[src/sv/lsp_pkg.sv]
// ----------------------------------------------------------------------------
// lsp_pkg
// Shared types, register codes and color helpers for the LED strip pattern
// generator.
// ----------------------------------------------------------------------------
`timescale 1ns / 1ps
`default_nettype none

package lsp_pkg;

  // Pattern modes as held in the mode register
  typedef enum logic [1:0] {
    MODE_RAINBOW = 2'd0,
    MODE_PULSE   = 2'd1,
    MODE_FADE    = 2'd2,
    MODE_SOLID   = 2'd3
  } pattern_mode_t;

  // Register indexes (byte address / 4)
  localparam logic [1:0] REG_MODE        = 2'd0;
  localparam logic [1:0] REG_BASE_COLOR  = 2'd1;
  localparam logic [1:0] REG_PULSE_WIDTH = 2'd2;

  localparam int          CFG_AW           = 4;
  localparam int          COLOR_W          = 15;
  localparam int          CH_W             = 5;
  localparam int          IDX_W            = 7;
  localparam int          IDX_SPAN         = 128;
  localparam int          WHEEL_STEPS      = 96;
  localparam logic [6:0]  WHEEL_LAST       = 7'd96;
  localparam logic [6:0]  FADE_LAST        = 7'd64;
  localparam logic [5:0]  FADE_HALF        = 6'd32;
  localparam logic [4:0]  CH_MAX           = 5'd31;

  localparam pattern_mode_t   MODE_RESET        = MODE_SOLID;
  localparam logic [14:0]     BASE_COLOR_RESET  = 15'h7C00;
  localparam logic [7:0]      PULSE_WIDTH_RESET = 8'd40;

  // Configuration seen by the datapath
  typedef struct packed {
    pattern_mode_t mode;
    logic [14:0]   base_color;
    logic [7:0]    pulse_width;
    logic          mode_wr;      // mode register written this cycle
  } cfg_t;

  // Pack channels as green 14:10, blue 9:5, red 4:0
  function automatic logic [14:0] pack_grb(input logic [4:0] r, input logic [4:0] g,
                                           input logic [4:0] b);
    return {g, b, r};
  endfunction

  // 96-step color wheel: red->green, green->blue, blue->red
  function automatic logic [14:0] wheel_color(input logic [6:0] pos);
    logic [4:0] s;
    logic [14:0] c;
    s = pos[4:0];
    unique case (pos[6:5])
      2'd0:    c = pack_grb(CH_MAX - s, s, 5'd0);
      2'd1:    c = pack_grb(5'd0, CH_MAX - s, s);
      default: c = pack_grb(s, 5'd0, CH_MAX - s);
    endcase
    return c;
  endfunction

  // Scale one channel: c - floor(c*pos/32)
  function automatic logic [4:0] fade_chan(input logic [4:0] c, input logic [5:0] pos);
    logic [10:0] prod;
    prod = 11'(c) * 11'(pos);
    return c - prod[9:5];
  endfunction

  // Fade the base color by a triangular phase
  function automatic logic [14:0] fade_color(input logic [14:0] base, input logic [6:0] phase);
    logic [5:0] k;
    logic [5:0] d;
    logic [5:0] pos;
    k   = {1'b0, phase[4:0]} | {phase[5], 5'd0};
    d   = (k > FADE_HALF) ? (k - FADE_HALF) : (FADE_HALF - k);
    pos = FADE_HALF - d;
    return pack_grb(fade_chan(base[4:0], pos), fade_chan(base[14:10], pos),
                    fade_chan(base[9:5], pos));
  endfunction

endpackage

`default_nettype wire

[src/sv/led_strip_pattern_generator.sv]
// ----------------------------------------------------------------------------
// led_strip_pattern_generator
// Answers pixel requests with a 15-bit color in rainbow, pulse, fade or solid
// mode; frame counters step after the last pixel of each frame.
// ----------------------------------------------------------------------------
//  channel  | direction | payload
//  in_*     | slave     | tdata[6:0] pixel_index, tlast frame_last
//  out_*    | master    | tdata[14:0] pixel_color
//  cfg_*    | APB write | 0x0 pattern_mode, 0x4 base_color, 0x8 pulse_width
//
//  One request per cycle sustained while the output is not stalled; a result
//  passes through the request register stage, then the output register.
//  The pulse store RAM takes at most one write per pulse request, at the head.
//  Reset clears the counters, sets all store pixels to black and loads the
//  register defaults; no clearing pass is needed.
//  A stalled output holds its result while one more request waits in stage 1.
// ----------------------------------------------------------------------------
`timescale 1ns / 1ps
`default_nettype none

module led_strip_pattern_generator import lsp_pkg::*; #(
  parameter int PIXEL_COUNT = 128
) (
  input  wire logic              clk,
  input  wire logic              rst_n,
  input  wire logic              in_tvalid,
  output logic                   in_tready,
  input  wire logic [7:0]        in_tdata,    // [6:0] pixel_index, [7] zero
  input  wire logic              in_tlast,    // frame_last
  output logic                   out_tvalid,
  input  wire logic              out_tready,
  output logic      [15:0]       out_tdata,   // [14:0] pixel_color, [15] zero
  input  wire logic              cfg_psel,
  input  wire logic              cfg_penable,
  input  wire logic              cfg_pwrite,
  input  wire logic [CFG_AW-1:0] cfg_paddr,
  input  wire logic [31:0]       cfg_pwdata,
  output logic      [31:0]       cfg_prdata,
  output logic                   cfg_pready
);

  localparam int HW  = $clog2(PIXEL_COUNT + 1);
  localparam int CW  = ((HW > IDX_W) ? HW : IDX_W) + 1;

  cfg_t             cfg;
  logic             accept;
  logic [IDX_W-1:0] idx;
  logic [HW-1:0]    head;
  logic [6:0]       wheel;
  logic [6:0]       fade;
  logic [14:0]      st_color;
  logic             in_range;
  logic [6:0]       wheel_off [IDX_SPAN];
  logic [7:0]       wheel_sum;
  logic [6:0]       wheel_pos;
  logic [14:0]      color_a;

  logic             s1_v_r, s1_v_nxt;
  logic             s1_pulse_r;
  logic [14:0]      s1_color_r;
  logic             s1_go;
  logic [14:0]      s1_final;
  logic             out_v_r, out_v_nxt;
  logic [14:0]      out_data_r;

  assign cfg_pready = 1'b1;
  assign idx        = in_tdata[IDX_W-1:0];
  assign accept     = in_tvalid && in_tready;

  lsp_cfg_regs u_cfg (
    .clk     (clk),
    .rst_n   (rst_n),
    .psel    (cfg_psel),
    .penable (cfg_penable),
    .pwrite  (cfg_pwrite),
    .paddr   (cfg_paddr),
    .pwdata  (cfg_pwdata),
    .prdata  (cfg_prdata),
    .cfg     (cfg)
  );

  lsp_frame_counters #(
    .PIXEL_COUNT (PIXEL_COUNT),
    .HW          (HW)
  ) u_cnt (
    .clk        (clk),
    .rst_n      (rst_n),
    .cfg        (cfg),
    .frame_done (accept && in_tlast),
    .head       (head),
    .wheel      (wheel),
    .fade       (fade)
  );

  lsp_pulse_store #(
    .PIXEL_COUNT (PIXEL_COUNT),
    .HW          (HW)
  ) u_store (
    .clk      (clk),
    .rst_n    (rst_n),
    .cfg      (cfg),
    .head     (head),
    .accept   (accept),
    .idx      (idx),
    .rd_color (st_color)
  );

  // Wheel offset of each pixel along the strip, fixed at elaboration
  for (genvar i = 0; i < IDX_SPAN; i++) begin : g_wheel
    localparam int WOFF = (i * WHEEL_STEPS) / PIXEL_COUNT;
    assign wheel_off[i] = 7'(WOFF);
  end

  assign in_range  = CW'(idx) < CW'(PIXEL_COUNT);
  assign wheel_sum = 8'(wheel_off[idx]) + 8'(wheel);
  assign wheel_pos = (wheel_sum >= 8'(WHEEL_STEPS)) ? 7'(wheel_sum - 8'(WHEEL_STEPS))
                                                    : wheel_sum[6:0];

  // Color for the non-pulse modes; pulse comes from the store next cycle
  always_comb begin
    color_a = '0;
    if (in_range) begin
      unique case (cfg.mode)
        MODE_RAINBOW: color_a = wheel_color(wheel_pos);
        MODE_FADE:    color_a = fade_color(cfg.base_color, fade);
        MODE_SOLID:   color_a = cfg.base_color;
        default:      color_a = '0;
      endcase
    end
  end

  // Two-stage handshake: stage 1 advances when the output register frees
  assign s1_go     = s1_v_r && (!out_v_r || out_tready);
  assign in_tready = !s1_v_r || s1_go;
  assign s1_final  = s1_pulse_r ? st_color : s1_color_r;

  always_comb begin
    s1_v_nxt  = accept ? 1'b1 : (s1_go ? 1'b0 : s1_v_r);
    out_v_nxt = s1_go ? 1'b1 : (out_tready ? 1'b0 : out_v_r);
  end

  always_ff @(posedge clk) begin
    if (!rst_n) begin
      s1_v_r  <= 1'b0;
      out_v_r <= 1'b0;
    end else begin
      s1_v_r  <= s1_v_nxt;
      out_v_r <= out_v_nxt;
    end
  end

  // Payload registers
  always_ff @(posedge clk) begin
    if (accept) begin
      s1_pulse_r <= in_range && (cfg.mode == MODE_PULSE);
      s1_color_r <= color_a;
    end
    if (s1_go) begin
      out_data_r <= s1_final;
    end
  end

  assign out_tvalid = out_v_r;
  assign out_tdata  = {1'b0, out_data_r};

  a_s1_hold: assert property (@(posedge clk) disable iff (!rst_n)
    (s1_v_r && !s1_go) |=> s1_v_r && $stable(s1_color_r) && $stable(s1_pulse_r))
    else $error("stage 1 request lost or changed while stalled");

  a_ready_free: assert property (@(posedge clk) disable iff (!rst_n)
    (!s1_v_r || !out_v_r) |-> in_tready)
    else $error("input stalled while a stage is free");

  a_out_load: assert property (@(posedge clk) disable iff (!rst_n)
    s1_go |=> out_v_r && (out_data_r == $past(s1_final)))
    else $error("output register did not take stage 1 result");

endmodule

`default_nettype wire

[src/sv/lsp_ram.sv]
// ----------------------------------------------------------------------------
// lsp_ram
// Generic single-write, single-read RAM with registered read data.
// ----------------------------------------------------------------------------
`timescale 1ns / 1ps
`default_nettype none

module lsp_ram #(
  parameter int WIDTH = 15,
  parameter int DEPTH = 128,
  parameter int AW    = (DEPTH > 1) ? $clog2(DEPTH) : 1
) (
  input  wire logic             clk,
  input  wire logic             we,
  input  wire logic [AW-1:0]    waddr,
  input  wire logic [WIDTH-1:0] wdata,
  input  wire logic             re,
  input  wire logic [AW-1:0]    raddr,
  output logic      [WIDTH-1:0] rdata
);

  logic [WIDTH-1:0] mem [DEPTH];

  // Write port and registered read port
  always_ff @(posedge clk) begin
    if (we) begin
      mem[waddr] <= wdata;
    end
    if (re) begin
      rdata <= mem[raddr];
    end
  end

endmodule

`default_nettype wire

[src/sv/lsp_cfg_regs.sv]
// ----------------------------------------------------------------------------
// lsp_cfg_regs
// APB-style register file: pattern mode, base color and pulse width.
// ----------------------------------------------------------------------------
`timescale 1ns / 1ps
`default_nettype none

module lsp_cfg_regs import lsp_pkg::*; (
  input  wire logic              clk,
  input  wire logic              rst_n,
  input  wire logic              psel,
  input  wire logic              penable,
  input  wire logic              pwrite,
  input  wire logic [CFG_AW-1:0] paddr,
  input  wire logic [31:0]       pwdata,
  output logic      [31:0]       prdata,
  output cfg_t                   cfg
);

  pattern_mode_t mode_r,        mode_nxt;
  logic [14:0]   base_color_r,  base_color_nxt;
  logic [7:0]    pulse_width_r, pulse_width_nxt;
  logic          wr;
  logic [1:0]    reg_idx;

  assign wr      = psel & penable & pwrite;
  assign reg_idx = paddr[3:2];

  // Decode writes
  always_comb begin
    mode_nxt        = mode_r;
    base_color_nxt  = base_color_r;
    pulse_width_nxt = pulse_width_r;
    if (wr) begin
      unique case (reg_idx)
        REG_MODE:        mode_nxt        = pattern_mode_t'(pwdata[1:0]);
        REG_BASE_COLOR:  base_color_nxt  = pwdata[14:0];
        REG_PULSE_WIDTH: pulse_width_nxt = pwdata[7:0];
        default:         ;
      endcase
    end
  end

  always_ff @(posedge clk) begin
    if (!rst_n) begin
      mode_r        <= MODE_RESET;
      base_color_r  <= BASE_COLOR_RESET;
      pulse_width_r <= PULSE_WIDTH_RESET;
    end else begin
      mode_r        <= mode_nxt;
      base_color_r  <= base_color_nxt;
      pulse_width_r <= pulse_width_nxt;
    end
  end

  // Read back
  always_comb begin
    unique case (reg_idx)
      REG_MODE:        prdata = {30'd0, mode_r};
      REG_BASE_COLOR:  prdata = {17'd0, base_color_r};
      REG_PULSE_WIDTH: prdata = {24'd0, pulse_width_r};
      default:         prdata = 32'd0;
    endcase
  end

  assign cfg.mode        = mode_r;
  assign cfg.base_color  = base_color_r;
  assign cfg.pulse_width = pulse_width_r;
  assign cfg.mode_wr     = wr && (reg_idx == REG_MODE);

endmodule

`default_nettype wire

[src/sv/lsp_frame_counters.sv]
// ----------------------------------------------------------------------------
// lsp_frame_counters
// Head, wheel and fade counters that step after the last pixel of a frame.
// ----------------------------------------------------------------------------
`timescale 1ns / 1ps
`default_nettype none

module lsp_frame_counters import lsp_pkg::*; #(
  parameter int PIXEL_COUNT = 128,
  parameter int HW          = $clog2(PIXEL_COUNT + 1)
) (
  input  wire logic          clk,
  input  wire logic          rst_n,
  input  wire cfg_t          cfg,
  input  wire logic          frame_done,
  output logic      [HW-1:0] head,
  output logic      [6:0]    wheel,
  output logic      [6:0]    fade
);

  logic [HW-1:0] head_r,  head_nxt;
  logic [6:0]    wheel_r, wheel_nxt;
  logic [6:0]    fade_r,  fade_nxt;

  // Advance with wrap; a mode write restarts the run
  always_comb begin
    head_nxt  = head_r;
    wheel_nxt = wheel_r;
    fade_nxt  = fade_r;
    priority if (cfg.mode_wr) begin
      head_nxt  = '0;
      wheel_nxt = '0;
      fade_nxt  = '0;
    end else if (frame_done) begin
      head_nxt  = (head_r == HW'(PIXEL_COUNT)) ? '0 : head_r + 1'b1;
      wheel_nxt = (wheel_r == WHEEL_LAST) ? '0 : wheel_r + 1'b1;
      fade_nxt  = (fade_r == FADE_LAST) ? '0 : fade_r + 1'b1;
    end
  end

  always_ff @(posedge clk) begin
    if (!rst_n) begin
      head_r  <= '0;
      wheel_r <= '0;
      fade_r  <= '0;
    end else begin
      head_r  <= head_nxt;
      wheel_r <= wheel_nxt;
      fade_r  <= fade_nxt;
    end
  end

  assign head  = head_r;
  assign wheel = wheel_r;
  assign fade  = fade_r;

  a_head_range: assert property (@(posedge clk) disable iff (!rst_n)
    head_r <= HW'(PIXEL_COUNT))
    else $error("head counter past pixel count");

  a_phase_range: assert property (@(posedge clk) disable iff (!rst_n)
    (wheel_r <= WHEEL_LAST) && (fade_r <= FADE_LAST))
    else $error("wheel or fade phase out of range");

  a_mode_clear: assert property (@(posedge clk) disable iff (!rst_n)
    cfg.mode_wr |=> (head_r == '0) && (wheel_r == '0) && (fade_r == '0))
    else $error("counters not cleared by mode write");

endmodule

`default_nettype wire

[src/sv/lsp_pulse_store.sv]
// ----------------------------------------------------------------------------
// lsp_pulse_store
// Pulse pixel store: color RAM written at the head, plus per-pixel black
// flags set at the tail, so one item needs only one RAM write.
// ----------------------------------------------------------------------------
`timescale 1ns / 1ps
`default_nettype none

module lsp_pulse_store import lsp_pkg::*; #(
  parameter int PIXEL_COUNT = 128,
  parameter int HW          = $clog2(PIXEL_COUNT + 1)
) (
  input  wire logic             clk,
  input  wire logic             rst_n,
  input  wire cfg_t             cfg,
  input  wire logic [HW-1:0]    head,
  input  wire logic             accept,
  input  wire logic [IDX_W-1:0] idx,
  output logic      [14:0]      rd_color
);

  // Only pixels reachable by a request are kept
  localparam int SD  = (PIXEL_COUNT < IDX_SPAN) ? PIXEL_COUNT : IDX_SPAN;
  localparam int SAW = (SD > 1) ? $clog2(SD) : 1;
  localparam int TW  = ((HW > 8) ? HW : 8) + 2;

  logic [TW-1:0]  tail_raw;
  logic [TW-1:0]  tail;
  logic           head_ok;
  logic           tail_ok;
  logic           pulse_req;
  logic [SAW-1:0] head_addr;
  logic [SAW-1:0] tail_addr;
  logic [SAW-1:0] rd_addr;
  logic           we;

  logic [SD-1:0]  black_r, black_nxt;
  logic           hit_black_r, hit_black_nxt;
  logic           byp_r;
  logic [14:0]    byp_data_r;
  logic [14:0]    ram_rdata;

  // Tail position, wrapped once
  assign tail_raw  = TW'(head) - TW'(cfg.pulse_width);
  assign tail      = tail_raw[TW-1] ? tail_raw + TW'(PIXEL_COUNT) : tail_raw;
  assign head_ok   = head < HW'(SD);
  assign tail_ok   = !tail[TW-1] && (tail < TW'(SD));
  assign head_addr = head[SAW-1:0];
  assign tail_addr = tail[SAW-1:0];
  assign rd_addr   = idx[SAW-1:0];
  assign pulse_req = accept && (cfg.mode == MODE_PULSE);
  assign we        = pulse_req && head_ok;

  // Black flags: mode write sets all, head clears, tail sets; tail wins
  always_comb begin
    black_nxt = black_r;
    if (cfg.mode_wr) begin
      black_nxt = '1;
    end else if (pulse_req) begin
      if (head_ok) begin
        black_nxt[head_addr] = 1'b0;
      end
      if (tail_ok) begin
        black_nxt[tail_addr] = 1'b1;
      end
    end
  end

  // Flag of the requested pixel after this item's writes
  always_comb begin
    priority if (pulse_req && tail_ok && (tail_addr == rd_addr)) begin
      hit_black_nxt = 1'b1;
    end else if (we && (head_addr == rd_addr)) begin
      hit_black_nxt = 1'b0;
    end else begin
      hit_black_nxt = black_r[rd_addr];
    end
  end

  always_ff @(posedge clk) begin
    if (!rst_n) begin
      black_r <= '1;
    end else begin
      black_r <= black_nxt;
    end
  end

  // Hold per-item read context alongside the RAM read data
  always_ff @(posedge clk) begin
    if (accept) begin
      hit_black_r <= hit_black_nxt;
      byp_r       <= we && (head_addr == rd_addr);
      byp_data_r  <= cfg.base_color;
    end
  end

  lsp_ram #(
    .WIDTH (COLOR_W),
    .DEPTH (SD),
    .AW    (SAW)
  ) u_ram (
    .clk   (clk),
    .we    (we),
    .waddr (head_addr),
    .wdata (cfg.base_color),
    .re    (accept),
    .raddr (rd_addr),
    .rdata (ram_rdata)
  );

  assign rd_color = hit_black_r ? '0 : (byp_r ? byp_data_r : ram_rdata);

endmodule

`default_nettype wire

[config.mk]
export PLATFORM = sky130hd
export DESIGN_NAME = led_strip_pattern_generator
export DESIGN_NICKNAME = d
export VERILOG_FILES = /design/src/sv/lsp_pkg.sv /design/src/sv/led_strip_pattern_generator.sv /design/src/sv/lsp_ram.sv /design/src/sv/lsp_cfg_regs.sv /design/src/sv/lsp_frame_counters.sv /design/src/sv/lsp_pulse_store.sv
export SDC_FILE = /design/constraint.sdc
export NUM_CORES = 2
export LEC_CHECK = 0
export BUFFER_PORTS_ARGS = -buffer_cell sky130_fd_sc_hd__buf_4
export CORE_MARGIN = 2
export CORE_UTILIZATION = 50
export CTS_BUF_LIST = sky130_fd_sc_hd__clkbuf_8 sky130_fd_sc_hd__clkbuf_16
export DETAILED_ROUTE_END_ITERATION = 10
export PLACE_DENSITY = 0.7
export SYNTH_ARGS = -nofsm -noshare
export SYNTH_HDL_FRONTEND = slang
export SYNTH_SLANG_ARGS = --single-unit
[constraint.sdc]
create_clock -name clk -period 8.39 [get_ports clk]
set_input_delay 1.2585 -clock clk [delete_from_list [all_inputs] [get_ports clk]]
set_output_delay 1.2585 -clock clk [all_outputs]
set_load 0.01 [all_outputs]
==> out/results.ini <==
[status]
status=finished clean

[synthesis]
synthXorXnorAreaFrac_pct=0.854
synth_simple_gate_area_share_pct=2.87
synth_top_family_by_area=multiplexers
syn_area_per_cell_sq_um=19.8
muxShareOfSynthArea_pct=17.8
synth_compound_area_share_pct=3.13
yosysWarningCount=0
netlist_instances=4456
syn-cell-area_sq_mm=0.0882
yosysSeqAreaShare_pct=71.6
yosys_register_bits=2160
synth_fa_ha_area_share_pct=1.96
synth.distinct_cells=68
synth_ff_type=edfxtp_1
synthArstFlopShare_pct=0
synth-edff-count=1983

[sta]
setup_viol=0
slew_headroom_pct=15.5
fin_ws_ns=1.38
tightest_slew_ns=1.27
fin_skew_ns=0.0352
setup-tns-final_ns=0
max_freq_mhz=143
fin_crit_ns=7.01
post-route-period-util_pct=83.6
finalHoldViolations=0
rsz0062_at_grt=false
slew_viol_final=0

[floorplanning]
die_y_um=424
rows=154
io_pins=103
dieArea_sq_mm=0.180
core_area_sq_mm=0.176
initial_core_util_pct=50.2
die_w_um=424

[placed_design]
port_buffers=63
pre_cts_ws_ns=1.43
dp_hpwl_mm=121
gp_congestion=0.833

[layout]
area_growth_pct=11.5
mostFrequentLayoutCells=1983 x edfxtp_1, 671 x mux4_2, 225 x buf_4
drive_gt1_share_pct=26.4
final_nets=4785
final_common_cell=edfxtp_1

[clock_tree]
cts_tree=built
cts_num_sinks=2160
numCtsBuffers=207
holdBufCountCts=0
postCtsSetupRepairBufs=0
htreeDepth=4
cts.reportedPaths.clkPinSlew_ns=0.07
clock_latency_ns=0.84
clockBufferDepth=3
clock-root-buffer=clkbuf_16
cts_resized=0

[power_and_ir_drop]
ir_drop_uv=242
power_uw=21800
p_leak_uw=0.0328
pwr-share-seq_pct=53.5
power_frac_comb_pct=5.7
powerDensity_mw_per_mm2=222
internal-power_uw=17100
clkPwrFrac_pct=40.8
swShare_pct=21.6
power.switching_uw=4700

[setup_path]
cp.required_ns=8.98
crit_fanout=12
cp.arrival_ns=7.61
end_kind=flip-flop
critPathKind=reg -> reg
startpoint_type=flip-flop

[detailed_routing]
wl_per_cell_um=29.1
drcViolationCount=0
via_per_inst=6.21
antenna_left=0
vias=44300
drtPass1Iterations=6
first_iter_violations=5293
routed_wl_mm=207

[grt]
grt_pass1_wl_mm=302
grt_pass1_vias=43800
grt-ovfl-total=0
track_usage_pct=23.1
antenna_found_initial=15
grt_max_degree=131

[flow_run]
maxCapViolCount=0

[min_path]
hp-class=reg -> reg

logic make-up (layout without fill, tap and decap cells):
family                     count (synthesis)  in the layout
xor gates and xnor gates                  86             86
DFF                                     2160           2160
other                                      2             22
AOI/OAI and AO/OA                        432            432
buffers and inverters                    391            705
muxes                                    723            723
adders and majority gates                117            117
and+or+nand+nor                          545            545
layout make-up:
| cell class | instances | area, sq um |
|---|---|---|
| Timing Repair Buffer | 232 | 1810 |
| Multi-Input combinational cell | 1922 | 23600 |
| Sequential cell | 2160 | 63100 |
| Tap cell | 2340 | 2930 |
| Clock buffer | 211 | 5260 |
| Clock inverter | 169 | 1200 |
| Antenna cell | 3 | 7.51 |
| Fill cell | 12900 | 77400 |
| Inverter | 93 | 349 |
synth_stat cells, types with 27 or more instances:
master | n | share of area, %
and2_1 | 44 | 0.31
inv_1 | 91 | 0.39
o211ai_1 | 133 | 1.1
buf_1 | 31 | 0.13
edfxtp_1 | 1983 | 68
nand3_1 | 27 | 0.15
mux2i_1 | 36 | 0.41
dfxtp_1 | 177 | 4.0
o21ai_0 | 162 | 0.92
buf_2 | 47 | 0.27
fa_1 | 35 | 0.79
clkbuf_1 | 195 | 0.83
ha_1 | 82 | 1.2
nand2_1 | 158 | 0.67
a21oi_1 | 41 | 0.23
xnor2_1 | 55 | 0.55
nor2_1 | 189 | 0.80
xor2_1 | 31 | 0.31
mux4_2 | 671 | 17
flip-flops by register name (all words and copies together) (netlist names), 2 cells and up:
name and flops:
out_data_r 15, s1_color_r 15, u_cfg.base_color_r 15, u_cfg.mode_r 2, u_cfg.pulse_width_r 8, u_cnt.fade 7
u_cnt.head 8, u_cnt.wheel 7, u_store.black_r 128, u_store.byp_data_r 15, u_store.u_ram.mem 1920, u_store.u_ram.rdata 15
through the flow:
step,hold WS (ns),util [%],area (sq um),std cells
2_1_floorplan,0.447,-,88200,4473
3_3_place_gp,0.466,52.3,91800,6747
3_5_place_dp,0.472,52.3,91800,6747
4_1_cts,0.477,55.9,98300,7127
5_1_grt,0.526,55.9,98300,7128
6_report,0.472,55.9,98300,7130
critical path: stages, from the launching register on:
cell,delay (ns)
dfxtp_1,0.31
inv_1,0.20
ha_1,0.38
nor4b_1,0.35
o21ai_0,0.28
and2_1,0.25
xnor2_1,0.73
and2_1,0.23
ha_1,0.23
ha_1,0.28
inv_1,0.04
fa_1,0.47
inv_1,0.04
ha_1,0.26
nand4_1,0.11
a311o_1,0.42
o21ai_0,0.31
and3_1,0.26
nor3_1,0.05
or2_2,0.28
ha_1,0.32
a21o_1,0.17
a21oi_1,0.17
xnor2_1,0.16
xnor2_1,0.16
xnor2_1,0.15
o221ai_1,0.14
power groups by stage:
| stage | Sequential [uW] | Clock, uW | Combinational (uW) |
|---|---|---|---|
| 2_1_floorplan | 11900 | 0 | 885 |
| 3_3_place_gp | 11900 | 0 | 1240 |
| 3_5_place_dp | 11900 | 0 | 1250 |
| 4_1_cts | 11700 | 8980 | 1260 |
| 5_1_grt | 11700 | 9410 | 1340 |
| 6_report | 11700 | 8890 | 1250 |
layer usage:
metal | wire [um] | track usage, % | part of all wire, % | vias up
li1 | - | - | - | 18500
met1 | 83900 | 32.7 | 40 | 23600
met2 | 103000 | 37.5 | 49 | 1915
met3 | 15100 | 3.52 | 7.3 | 282
met4 | 5720 | 6.93 | 2.8 | 2
met5 | 13 | 0 | 0.0063 | -
worst paths after layout:
path / from / endpoint / slack (ns) / cells past startpoint
worst max-delay path: u_cnt.fade[0] / s1_color_r[9] / 1.38 / 26
worst min-delay path: s1_v_r / out_tvalid / 0.47 / 1
worst max register to register: u_cnt.fade[0] / s1_color_r[9] / 1.38 / 26
worst min register to register: s1_v_r / out_tvalid / 0.47 / 1
No activity file was read; power rests on OpenSTA's default activity.
